==> src/hw/rtl/srrw_pkg.sv <==
`default_nettype none
package srrw_pkg;

  localparam int SeqW    = 32;
  localparam int LenW    = 11;
  localparam int HandleW = 16;
  localparam int WinW    = 6;
  localparam int CfgIdxW = 1;

  localparam int SegSize  = 1024;
  localparam int SegShift = $clog2(SegSize);
  localparam int OffW     = SeqW - SegShift;

  localparam logic [SeqW-1:0] InitSeqReset = 32'd127;
  localparam logic [WinW-1:0] WinReset     = 6'd32;

  localparam logic [CfgIdxW-1:0] CfgInitSeq = 1'b0;
  localparam logic [CfgIdxW-1:0] CfgWindow  = 1'b1;

  localparam logic KindAck     = 1'b0;
  localparam logic KindDeliver = 1'b1;

  typedef struct packed {
    logic [SeqW-1:0]    seq;
    logic [LenW-1:0]    len;
    logic               fin;
    logic [HandleW-1:0] handle;
  } seg_t;

  typedef struct packed {
    logic valid;
    seg_t seg;
  } item_t;

  typedef struct packed {
    logic [LenW-1:0]    len;
    logic [HandleW-1:0] handle;
    logic               fin;
  } entry_t;

  typedef struct packed {
    logic               kind;
    logic [SeqW-1:0]    ack;
    logic [HandleW-1:0] handle;
    logic               fin;
    logic               last;
  } res_t;

  typedef enum logic [2:0] {
    StIdle,
    StClass,
    StRead,
    StDeliver,
    StAck
  } st_e;

endpackage
`default_nettype wire

==> src/hw/rtl/srrw_front.sv <==
`default_nettype none
module srrw_front (
  input  wire logic          clk_i,
  input  wire logic          rst_ni,
  input  wire logic          in_valid_i,
  output logic               in_stall_o,
  input  wire srrw_pkg::seg_t seg_i,
  output srrw_pkg::item_t    item_o,
  input  wire logic          pop_i
);
  import srrw_pkg::*;

  seg_t       buf_q [2];
  logic       wr_ptr_q, rd_ptr_q;
  logic [1:0] cnt_q;
  logic       push;

  assign in_stall_o   = (cnt_q == 2'd2);
  assign push         = in_valid_i && !in_stall_o;
  assign item_o.valid = (cnt_q != 2'd0);
  assign item_o.seg   = buf_q[rd_ptr_q];

  always_ff @(posedge clk_i or negedge rst_ni) begin
    if (!rst_ni) begin
      wr_ptr_q <= 1'b0;
      rd_ptr_q <= 1'b0;
      cnt_q    <= 2'd0;
    end else begin
      if (push) begin
        wr_ptr_q <= !wr_ptr_q;
      end
      if (pop_i) begin
        rd_ptr_q <= !rd_ptr_q;
      end
      if (push && !pop_i) begin
        cnt_q <= cnt_q + 2'd1;
      end else if (!push && pop_i) begin
        cnt_q <= cnt_q - 2'd1;
      end
    end
  end

  always_ff @(posedge clk_i) begin
    if (push) begin
      buf_q[wr_ptr_q] <= seg_i;
    end
  end

endmodule
`default_nettype wire

==> src/hw/rtl/srrw_engine.sv <==
`default_nettype none
module srrw_engine #(
  parameter int WINDOW_DEPTH = 32
) (
  input  wire logic                          clk_i,
  input  wire logic                          rst_ni,
  input  wire logic                          cfg_we_i,
  input  wire logic [srrw_pkg::CfgIdxW-1:0]  cfg_index_i,
  input  wire logic [srrw_pkg::SeqW-1:0]     cfg_data_i,
  input  wire srrw_pkg::item_t               item_i,
  output logic                               pop_o,
  input  wire logic                          out_free_i,
  output logic                               push_o,
  output srrw_pkg::res_t                     res_o
);
  import srrw_pkg::*;

  localparam int HeadW = $clog2(WINDOW_DEPTH);
  localparam logic [WinW-1:0]  DepthW   = WinW'(WINDOW_DEPTH);
  localparam logic [HeadW:0]   DepthH   = (HeadW+1)'(WINDOW_DEPTH);
  localparam logic [HeadW-1:0] LastHead = HeadW'(WINDOW_DEPTH - 1);

  st_e                     state_q, state_d;
  seg_t                    seg_q, seg_d;
  logic [SeqW-1:0]         diff_q, diff_d;
  logic                    old_q, old_d;
  logic [SeqW-1:0]         next_q, next_d;
  logic [HeadW-1:0]        head_q, head_d;
  logic                    finished_q, finished_d;
  logic [WINDOW_DEPTH-1:0] present_q, present_d;
  logic [WinW-1:0]         win_q;
  entry_t                  slot_mem_q [WINDOW_DEPTH];
  entry_t                  rd_q;

  logic [WinW-1:0]  win_eff;
  logic [OffW-1:0]  offset;
  logic             beyond;
  logic [HeadW:0]   sum;
  logic [HeadW:0]   sum_wrap;
  logic [HeadW-1:0] slot;
  logic [HeadW-1:0] head_inc;
  logic             mem_we;
  logic             rd_en;
  logic             restart;

  assign win_eff  = (win_q == '0 || win_q > DepthW) ? DepthW : win_q;
  assign offset   = diff_q[SeqW-1:SegShift];
  assign beyond   = offset >= OffW'(win_eff);
  assign sum      = (HeadW+1)'(head_q) + (HeadW+1)'(offset[HeadW-1:0]);
  assign sum_wrap = (sum >= DepthH) ? sum - DepthH : sum;
  assign slot     = sum_wrap[HeadW-1:0];
  assign head_inc = (head_q == LastHead) ? '0 : head_q + HeadW'(1);
  assign restart  = cfg_we_i && (cfg_index_i == CfgInitSeq);

  always_comb begin
    state_d    = state_q;
    seg_d      = seg_q;
    diff_d     = diff_q;
    old_d      = old_q;
    next_d     = next_q;
    head_d     = head_q;
    finished_d = finished_q;
    present_d  = present_q;
    pop_o      = 1'b0;
    push_o     = 1'b0;
    mem_we     = 1'b0;
    rd_en      = 1'b0;
    res_o      = '0;
    case (state_q)
      StIdle: begin
        if (item_i.valid) begin
          pop_o   = 1'b1;
          seg_d   = item_i.seg;
          diff_d  = item_i.seg.seq - next_q;
          old_d   = item_i.seg.seq < next_q;
          state_d = StClass;
        end
      end
      StClass: begin
        if (finished_q) begin
          state_d = StIdle;
        end else if (old_q) begin
          state_d = StAck;
        end else if (beyond) begin
          state_d = StIdle;
        end else begin
          mem_we          = 1'b1;
          present_d[slot] = 1'b1;
          state_d         = StRead;
        end
      end
      StRead: begin
        if (present_q[head_q]) begin
          rd_en   = 1'b1;
          state_d = StDeliver;
        end else begin
          state_d = StAck;
        end
      end
      StDeliver: begin
        res_o.kind   = KindDeliver;
        res_o.handle = rd_q.handle;
        res_o.fin    = rd_q.fin;
        if (out_free_i) begin
          push_o            = 1'b1;
          next_d            = next_q + SeqW'(rd_q.len);
          present_d[head_q] = 1'b0;
          head_d            = head_inc;
          if (rd_q.fin) begin
            finished_d = 1'b1;
            state_d    = StAck;
          end else begin
            state_d = StRead;
          end
        end
      end
      StAck: begin
        res_o.kind = KindAck;
        res_o.ack  = next_q;
        res_o.last = 1'b1;
        if (out_free_i) begin
          push_o  = 1'b1;
          state_d = StIdle;
        end
      end
      default: begin
        state_d = StIdle;
      end
    endcase
  end

  always_ff @(posedge clk_i or negedge rst_ni) begin
    if (!rst_ni) begin
      state_q    <= StIdle;
      next_q     <= InitSeqReset;
      head_q     <= '0;
      finished_q <= 1'b0;
      present_q  <= '0;
      win_q      <= WinReset;
    end else begin
      state_q <= state_d;
      if (restart) begin
        next_q     <= cfg_data_i;
        head_q     <= '0;
        finished_q <= 1'b0;
        present_q  <= '0;
      end else begin
        next_q     <= next_d;
        head_q     <= head_d;
        finished_q <= finished_d;
        present_q  <= present_d;
      end
      if (cfg_we_i && cfg_index_i == CfgWindow) begin
        win_q <= cfg_data_i[WinW-1:0];
      end
    end
  end

  always_ff @(posedge clk_i) begin
    seg_q  <= seg_d;
    diff_q <= diff_d;
    old_q  <= old_d;
    if (mem_we) begin
      slot_mem_q[slot] <= '{len: seg_q.len, handle: seg_q.handle, fin: seg_q.fin};
    end
    if (rd_en) begin
      rd_q <= slot_mem_q[head_q];
    end
  end

endmodule
`default_nettype wire

==> src/hw/rtl/srrw_outreg.sv <==
`default_nettype none
module srrw_outreg (
  input  wire logic           clk_i,
  input  wire logic           rst_ni,
  input  wire logic           push_i,
  input  wire srrw_pkg::res_t res_i,
  output logic                free_o,
  output logic                out_valid_o,
  input  wire logic           out_stall_i,
  output srrw_pkg::res_t      res_o
);
  import srrw_pkg::*;

  logic valid_q;
  res_t res_q;

  assign free_o      = !valid_q || !out_stall_i;
  assign out_valid_o = valid_q;
  assign res_o       = res_q;

  always_ff @(posedge clk_i or negedge rst_ni) begin
    if (!rst_ni) begin
      valid_q <= 1'b0;
    end else if (free_o) begin
      valid_q <= push_i;
    end
  end

  always_ff @(posedge clk_i) begin
    if (free_o && push_i) begin
      res_q <= res_i;
    end
  end

endmodule
`default_nettype wire

==> src/hw/rtl/selective_repeat_receive_window_top.sv <==
// Selective-repeat receive window. Segment headers enter a two-word queue and are
// handled one at a time by a sequencer that classifies each against the next expected
// sequence number, marks it in a ring of WINDOW_DEPTH slots and walks the in-order
// slots. A stored segment is written to its slot; then each in-order slot is read and
// delivered until a gap or a fin segment ends the walk, and an ack follows. An old
// segment gets only an ack, a dropped one no result. The walk is bound by the
// registered read of the slot memory, one slot per read. Results leave through one
// output register, so the next result is built while the previous one waits. Writing
// initial_sequence restarts the receiver and clears all slots in the same cycle.
`default_nettype none
module selective_repeat_receive_window_top #(
  parameter int WINDOW_DEPTH = 32
) (
  input  wire logic                           clk_i,
  input  wire logic                           rst_ni,
  input  wire logic                           cfg_we_i,
  input  wire logic [srrw_pkg::CfgIdxW-1:0]   cfg_index_i,
  input  wire logic [srrw_pkg::SeqW-1:0]      cfg_data_i,
  input  wire logic                           in_valid_i,
  output logic                                in_stall_o,
  input  wire logic [srrw_pkg::SeqW-1:0]      seq_number_i,
  input  wire logic [srrw_pkg::LenW-1:0]      seg_length_i,
  input  wire logic                           fin_flag_i,
  input  wire logic [srrw_pkg::HandleW-1:0]   payload_handle_i,
  output logic                                out_valid_o,
  input  wire logic                           out_stall_i,
  output logic                                kind_o,
  output logic [srrw_pkg::SeqW-1:0]           ack_number_o,
  output logic [srrw_pkg::HandleW-1:0]        delivered_handle_o,
  output logic                                delivered_fin_o,
  output logic                                last_o
);
  import srrw_pkg::*;

  seg_t  seg_in;
  item_t item;
  logic  pop;
  logic  push;
  logic  out_free;
  res_t  res_eng;
  res_t  res_out;

  assign seg_in = '{seq: seq_number_i, len: seg_length_i, fin: fin_flag_i,
                    handle: payload_handle_i};

  srrw_front u_front (
    .clk_i      (clk_i),
    .rst_ni     (rst_ni),
    .in_valid_i (in_valid_i),
    .in_stall_o (in_stall_o),
    .seg_i      (seg_in),
    .item_o     (item),
    .pop_i      (pop)
  );

  srrw_engine #(
    .WINDOW_DEPTH (WINDOW_DEPTH)
  ) u_engine (
    .clk_i       (clk_i),
    .rst_ni      (rst_ni),
    .cfg_we_i    (cfg_we_i),
    .cfg_index_i (cfg_index_i),
    .cfg_data_i  (cfg_data_i),
    .item_i      (item),
    .pop_o       (pop),
    .out_free_i  (out_free),
    .push_o      (push),
    .res_o       (res_eng)
  );

  srrw_outreg u_outreg (
    .clk_i       (clk_i),
    .rst_ni      (rst_ni),
    .push_i      (push),
    .res_i       (res_eng),
    .free_o      (out_free),
    .out_valid_o (out_valid_o),
    .out_stall_i (out_stall_i),
    .res_o       (res_out)
  );

  assign kind_o             = res_out.kind;
  assign ack_number_o       = res_out.ack;
  assign delivered_handle_o = res_out.handle;
  assign delivered_fin_o    = res_out.fin;
  assign last_o             = res_out.last;

  a_push_free: assert property (@(posedge clk_i) disable iff (!rst_ni)
    push |-> out_free) else $error("result pushed into a full output register");

  a_pop_valid: assert property (@(posedge clk_i) disable iff (!rst_ni)
    pop |-> item.valid) else $error("queue popped while empty");

  a_deliver_not_last: assert property (@(posedge clk_i) disable iff (!rst_ni)
    (out_valid_o && kind_o == KindDeliver) |-> (!last_o && ack_number_o == '0))
    else $error("delivery word marked last or carries an ack number");

  a_ack_clean: assert property (@(posedge clk_i) disable iff (!rst_ni)
    (out_valid_o && kind_o == KindAck) |-> (last_o && delivered_handle_o == '0 &&
    !delivered_fin_o)) else $error("ack word malformed");

endmodule
`default_nettype wire

==> config.mk <==
export PLATFORM = sky130hd
export DESIGN_NAME = selective_repeat_receive_window_top
export DESIGN_NICKNAME = d
export VERILOG_FILES = /design/src/hw/rtl/srrw_pkg.sv /design/src/hw/rtl/srrw_front.sv /design/src/hw/rtl/srrw_engine.sv /design/src/hw/rtl/srrw_outreg.sv /design/src/hw/rtl/selective_repeat_receive_window_top.sv
export SDC_FILE = /design/constraint.sdc
export NUM_CORES = 1
export LEC_CHECK = 0
export ABC_CLOCK_PERIOD_IN_PS = 5550
export BUFFER_PORTS_ARGS = -buffer_cell sky130_fd_sc_hd__buf_2
export CAP_MARGIN = 20
export CORE_MARGIN = 3
export CORE_UTILIZATION = 55
export DETAILED_ROUTE_END_ITERATION = 12
export GPL_TIMING_DRIVEN = 0
export PLACE_DENSITY = 0.81
export SYNTH_ARGS = -nofsm -noshare
export SYNTH_HDL_FRONTEND = slang
export SYNTH_SLANG_ARGS = --single-unit
export TNS_END_PERCENT = 30
==> constraint.sdc <==
create_clock -name clk_i -period 5.55 [get_ports clk_i]
set_input_delay 1.11 -clock clk_i [delete_from_list [all_inputs] [get_ports clk_i]]
set_output_delay 1.11 -clock clk_i [all_outputs]
set_load 0.05 [all_outputs]
==> run metrics, run 1 <==
Synthesis Warnings 0; synth-to-layout area growth 15.32%; minimum setup slack after placement 0.5922 ns; H-tree depth 3; global router's overall resource usage 0.3162; Post-CTS Setup Inserts 0; Yosys cell types 67; Worst Clk Skew 0.04665 ns; async set-or-reset flop fraction in the synthesized netlist 0.06829; CP Class flop to flop; clock network latency to the later pin of the worst-skew pair 0.73 ns; run status complete, no violations; wire length of the first global-routing pass 209,300 um; Final Cycle Share 0.9459; core area 87,700 um2; antenna violations before repair 3; Avg Inst Size Synth 18.84 um2; number of flops mapped to enable cells by yosys 1,146; final worst path period need 5.250 ns; capturing element type of the critical path flop; number of buffers added by the clock tree synthesis step 117; NumNets Final 3,085; top_reg_cell synth edfxtp_1; maximum number of pins on one net before global-route repair 48; dpl cells 3,957; TritonCTS clock tree yes; Final Routed Wirelength 146,000 um; Worst Path Required 5.98 ns; Worst Hold Margin 0.4021 ns; flop and latch count out of synthesis 1,230; worst endpoint data arrival time 5.68 ns; gpl congestion 0.9195; count of clock tree sinks 1,230; Leakage Power 18.40 nW; crit path max fanout 10; Worst Slack Setup Final 0.3001 ns; area share of the leading cell type in the synthesized netlist 0.7010; count of endpoints failing hold in the final timing report 0; Max Slew Vio Count 0; worst hold path class input pin to asynchronous set/reset pin; number of DRC markers in iteration 0 4,717; largest cells by area after synthesis edfxtp_1 (70%), mux4_2 (11%), dfrtp_1 (3.9%); areal power density over the cells 439.2 nW/um2; hold-fix buffer count after cts 0; timing-limited maximum frequency 190.5 MHz; Final HPWL DP 87,750 um; die width 304.8 um; final standard cell count with taps included and fillers excluded 4,181; setup violators final 0; Seq/Total Area, Yosys 0.7440; Net Count, Synth 2,764; quantity of I/O buffers inserted on ports 150; quantity of gates resized following cts 0; DRC viols 0; summed instance area of the synthesized netlist 49,090 um2; kind of start point of the critical path flop; Worst VDD drop 0.0003082 V; unrepaired setup endpoints after global routing no; transition at the pin with the smallest max-transition slack 1.252 ns; Rel. slew slack 0.1653; TritonRoute pass-1 iters 6; post-layout total power 24.86 mW; share of post-route cells with drive strength above 1 0.2524; die area 92,880 um2; number of global-route vias before repair 29,740; max cap viols 0; biggest area consumer among synthesized cells edfxtp_1; die height 304.8 um; I/O pin cnt 151; CTS clk-pin slew, worst paths 0.06 ns; aggregate global routing overflow 0; vias per inst 6.999; root buffer selected by CTS clkbuf_16; average wire per cell in the routed design 34.92 um; number of buffers on the longest clock path 3; final antenna-violating net count 0; Gate Count Post-Synth 2,606; Std-Cell Rows 108; starting density of the core 0.5598; via count 29,260
==> stage by stage <==
step	instance area [um2]	setup TNS [ns]	utilization
floorplan	49090	0	-
global placement	51290	-794.74	0.5848
detailed placement	52480	0	0.5984
CTS	56530	0	0.6446
global route	56610	0	0.6455
finish	56620	0	0.6456
==> metal layers <==
metal | vias to the layer above | share of wire | wire length, um | global-route usage
met5 | - | 0.000089 | 13 | 0
met4 | 2 | 0.067 | 9849 | 0.1857
met3 | 624 | 0.12 | 17820 | 0.07520
met2 | 2785 | 0.48 | 70120 | 0.5065
met1 | 14560 | 0.33 | 48190 | 0.3988
li1 | 11290 | - | - | -
==> cells by family after synthesis <==
logic type / after synthesis / share of synthesized area
compound gates: 390 / 0.05548
xor+xnor: 41 / 0.007314
fa+ha+maj: 60 / 0.01560
buf+inv: 187 / 0.01496
flops: 1230 / 0.7440
mux: 300 / 0.1220
simple gates: 398 / 0.04070
==> cell usage in the layout (no fill, tap or decap), types with 20 or more instances in the layout <==
master	count
o21ai_0	55
xnor2_1	29
nand4_1	43
mux2_2	65
a21o_1	28
and2_1	23
mux4_2	232
nor2_1	94
a22oi_1	116
a21oi_1	72
nor2_4	33
clkbuf_16	117
buf_2	176
ha_1	58
a31oi_1	28
clkinv_2	20
buf_12	30
nor3_1	21
edfxtp_1	1146
bufinv_16	21
dfrtp_1	76
inv_1	53
clkbuf_1	123
nand2_1	75
==> Yosys cell counts (5+ instances only) <==
library cell / n
dfstp_2: 8
a21o_1: 28
ha_1: 58
o21a_1: 9
and2_1: 23
buf_2: 26
mux4_2: 232
a311oi_1: 16
inv_1: 54
clkbuf_1: 103
and3_1: 10
nor2b_1: 14
edfxtp_1: 1146
nand4_1: 43
o211ai_1: 6
xnor2_1: 29
nand2b_1: 11
o21ai_0: 55
a22oi_1: 116
nand2_1: 75
or4_1: 11
or3_1: 13
o221a_2: 8
a31oi_1: 28
nand3_1: 17
mux2_2: 65
nor3_1: 21
xor2_1: 12
a21oi_1: 72
dfrtp_1: 76
o21bai_1: 5
nor4_1: 10
nor2_1: 127
o31ai_1: 9
==> sequential cells by signal, indices dropped and copies added (netlist names) <==
signal and cells:
u_engine.diff_q 22, u_engine.finished_q 1, u_engine.head_q 5, u_engine.next_q 32, u_engine.old_q 1, u_engine.present_q 32
u_engine.rd_q 28, u_engine.seg_q 28, u_engine.slot_mem_q 896, u_engine.state_q 3, u_engine.win_q 6, u_front.buf_q 120
u_front.cnt_q 2, u_front.rd_ptr_q 1, u_front.wr_ptr_q 1, u_outreg.out_valid_o 1, u_outreg.res_o 51
==> final timing paths <==
check                                 startpoint                     end  slack (ns)  depth (start not counted)
setup / recovery                u_front.rd_ptr_q     u_engine.diff_q[29]        0.30                         11
hold / removal                            rst_ni  u_engine.present_q[10]        0.40                          1
setup reg to reg                u_front.rd_ptr_q     u_engine.diff_q[29]        0.30                         11
hold reg to reg            u_engine.present_q[3]   u_engine.present_q[3]        0.51                          2
max in group asynchronous                 rst_ni      u_engine.next_q[5]        4.45                          2
min in group clk_i         u_engine.present_q[3]   u_engine.present_q[3]        0.51                          2
==> report_power, final <==
part           total (mW)  switching, mW  internal (mW)
Clock                8.50           3.59           4.91
Sequential           13.1           1.09           12.0
Combinational        3.29           2.21           1.08
Total                24.9           6.90           18.0
==> worst max-delay path, cell delays in order, from the launching register on <==
cell      delay, ns
dfrtp_1        0.33
clkbuf_1       0.67
clkbuf_1       0.59
mux2_2         0.42
ha_1           0.36
a21o_1         0.24
a32o_1         0.26
nor4_1         0.83
nor2_1         0.25
a21boi_0       0.63
o31ai_1        0.22
xor2_1         0.19
==> area by class of cell <==
class	count	area (um2)
antenna	3	7.507
buffer	133	531.8
clock buffer	140	3044
clock inverter	75	1007
fill	5421	31080
inverter	54	205.2
multi-input combinational	1189	12100
sequential	1230	36530
tap	1155	1445
timing repair buffer	202	1745
No activity file was read; power rests on OpenSTA's default activity.
==> run 2: changes to the inputs <==
--- a/config.mk
+++ b/config.mk
@@ -12,6 +12,7 @@
 export CORE_UTILIZATION = 55
 export DETAILED_ROUTE_END_ITERATION = 12
 export GPL_TIMING_DRIVEN = 0
+export MAX_ROUTING_LAYER = met4
 export PLACE_DENSITY = 0.81
 export SYNTH_ARGS = -nofsm -noshare
 export SYNTH_HDL_FRONTEND = slang
==> run 2 against run 1 <==
  * Non-clock buffer count decreased by 4
  * Hold slack got worse by 0.14 ns
  * Flip-flop and latch count unchanged
  * Clock-buffer cell count decreased by 2
  * Critical path type unchanged
  * Register-to-register slack improved by 0.09 ns
  * Routed wire length decreased by 0.42%
  * Via count increased by 0.50%
  * Combinational power increased by 2%
==> run metrics, run 2 (same netlist as run 1, synthesis figures left out) <==
quantity of gates resized following cts 0; number of buffers added by the clock tree synthesis step 116; die height 304.8 um; unrepaired setup endpoints after global routing no; hold-fix buffer count after cts 0; vias per inst 7.036; final standard cell count with taps included and fillers excluded 4,180; reg2reg path depth 11; final antenna-violating net count 0; wire length of the first global-routing pass 208,000 um; global router's overall resource usage 0.3232; kind of start point of the critical path flop; worst stage delay on the critical path 0.80 ns; count of endpoints failing hold in the final timing report 0; critical path cell sequence clkbuf_1, clkbuf_1, mux2_2, ha_1, a21o_1, a32o_1, nor4_1, nor2_1, a21boi_0, o21ai_0, xor2_1; most frequent standard cell in the layout excluding fill and tap cells edfxtp_1; via count 29,410; number of buffers on the longest clock path 3; CP Class flop to flop; most frequent CP cell clkbuf_1; Final Routed Wirelength 145,400 um; NumNets Final 3,080; crit path max fanout 10; share of post-route cells with drive strength above 1 0.2501; core area 87,700 um2; worst hold path class input pin to asynchronous set/reset pin; Worst VDD drop 0.0003379 V; CP delay by family, top compound AO/OA/AOI/OAI gates; Max Slew Vio Count 0; maximum number of pins on one net before global-route repair 67; run status complete, no violations; critical path buffer and inverter count 2; TritonCTS clock tree yes; quantity of I/O buffers inserted on ports 150; worst flop-to-flop path endpoint u_engine.diff_q[25]; H-tree depth 3; I/O pin cnt 151; clock network latency to the later pin of the worst-skew pair 0.75 ns; antenna violations before repair 2; number of flip-flops under the largest register name 896; Final Cycle Share 0.9299; starting density of the core 0.5598; root buffer selected by CTS clkbuf_16; average wire per cell in the routed design 34.78 um; Post-CTS Setup Inserts 0; final worst path period need 5.161 ns; dpl cells 3,957; worst endpoint data arrival time 5.61 ns; TritonRoute pass-1 iters 8; Std-Cell Rows 108; max cap viols 0; DRC viols 0; areal power density over the cells 435.9 nW/um2; Rel. slew slack 0.1689; setup violators final 0; transition at the pin with the smallest max-transition slack 1.247 ns; startpoint of the lowest-slack register-to-register path u_front.rd_ptr_q; synth-to-layout area growth 14.98%; timing-limited maximum frequency 193.8 MHz; Final HPWL DP 87,440 um; capturing element type of the critical path flop; most frequent cells in the layout edfxtp_1 (1,146), mux4_2 (232), buf_2 (176); Critical Path Slowest Stage Cell nor4_1; number of DRC markers in iteration 0 4,526; register ranked first by flip-flop count u_engine.slot_mem_q; Worst Clk Skew 0.07146 ns; die area 92,880 um2; post-layout total power 24.60 mW; number of fill cells in the layout 5,503; register-to-register path setup slack 0.39 ns; die width 304.8 um; CTS clk-pin slew, worst paths 0.06 ns; Leakage Power 18.31 nW; gpl congestion 0.9332; placed cell areas 52,460 um2; Worst Path Required 6.00 ns; count of clock tree sinks 1,230; number of global-route vias before repair 29,810; aggregate global routing overflow 0; Final Cell Area 56,450 um2
## run 2: cell types whose count changed in the layout (fill, tap and decap cells not counted), moves of 2 or more
| cell | previous run | this run |
|---|---|---|
| buf_8 | 5 | 3 |
| bufinv_16 | 21 | 15 |
| buf_16 | 9 | 7 |
| clkinv_1 | 18 | 24 |
| clkinv_16 | 3 | 5 |
| clkbuf_8 | 3 | 0 |
| buf_6 | 3 | 1 |
| clkinv_2 | 20 | 22 |
| buf_12 | 30 | 33 |
| clkinv_4 | 1 | 4 |
## run 2: worst max path at each step
stage                     startpoint                   to  slack, ns  cells past startpoint
floorplan                out_stall_i    u_outreg.res_o[0]      0.001                      2
global placement         out_stall_i   u_outreg.res_o[13]      -2.84                      3
detailed placement  u_front.rd_ptr_q  u_engine.diff_q[25]       0.54                     11
CTS                 u_front.rd_ptr_q  u_engine.diff_q[25]       0.50                     11
global route        u_front.rd_ptr_q  u_engine.diff_q[25]       0.06                     11
finish              u_front.rd_ptr_q  u_engine.diff_q[25]       0.39                     11
## run 2: routing by layer
layer / global-route usage / wire, um
met5: - / 0
met3: 0.07694 / 18250
met4: 0.1697 / 8932
met1: 0.3974 / 48320
met2: 0.5048 / 69880
## run 2: layout make-up
| type | count | area [um2] | share of cell area |
|---|---|---|---|
| diodes | 2 | 5.005 | 0.00008866 |
| plain buffers | 133 | 531.8 | 0.009421 |
| clock buffers | 138 | 3007 | 0.05327 |
| clock inverters | 81 | 933.4 | 0.01654 |
| inverters | 54 | 205.2 | 0.003635 |
| multi-input cells | 1189 | 12100 | 0.2144 |
| flip-flops and latches | 1230 | 36530 | 0.6471 |
| well taps | 1155 | 1445 | 0.02560 |
| repair buffers | 198 | 1690 | 0.02995 |
## run 2: metrics by stage
step,hold slack [ns],util,TNS (ns),worst slack (ns)
floorplan,0.4608,-,0,0.001173
global placement,0.4746,0.5848,-786.70,-2.837
detailed placement,0.5029,0.5982,0,0.5403
CTS,0.2535,0.6431,0,0.5013
global route,0.2814,0.6436,0,0.05902
finish,0.2660,0.6436,0,0.3891
## run 2: power breakdown
group	internal, mW	leakage, nW	switching (mW)
Clock	4.60	1.90	3.62
Sequential	12.0	11.4	1.06
Combinational	1.09	4.97	2.26
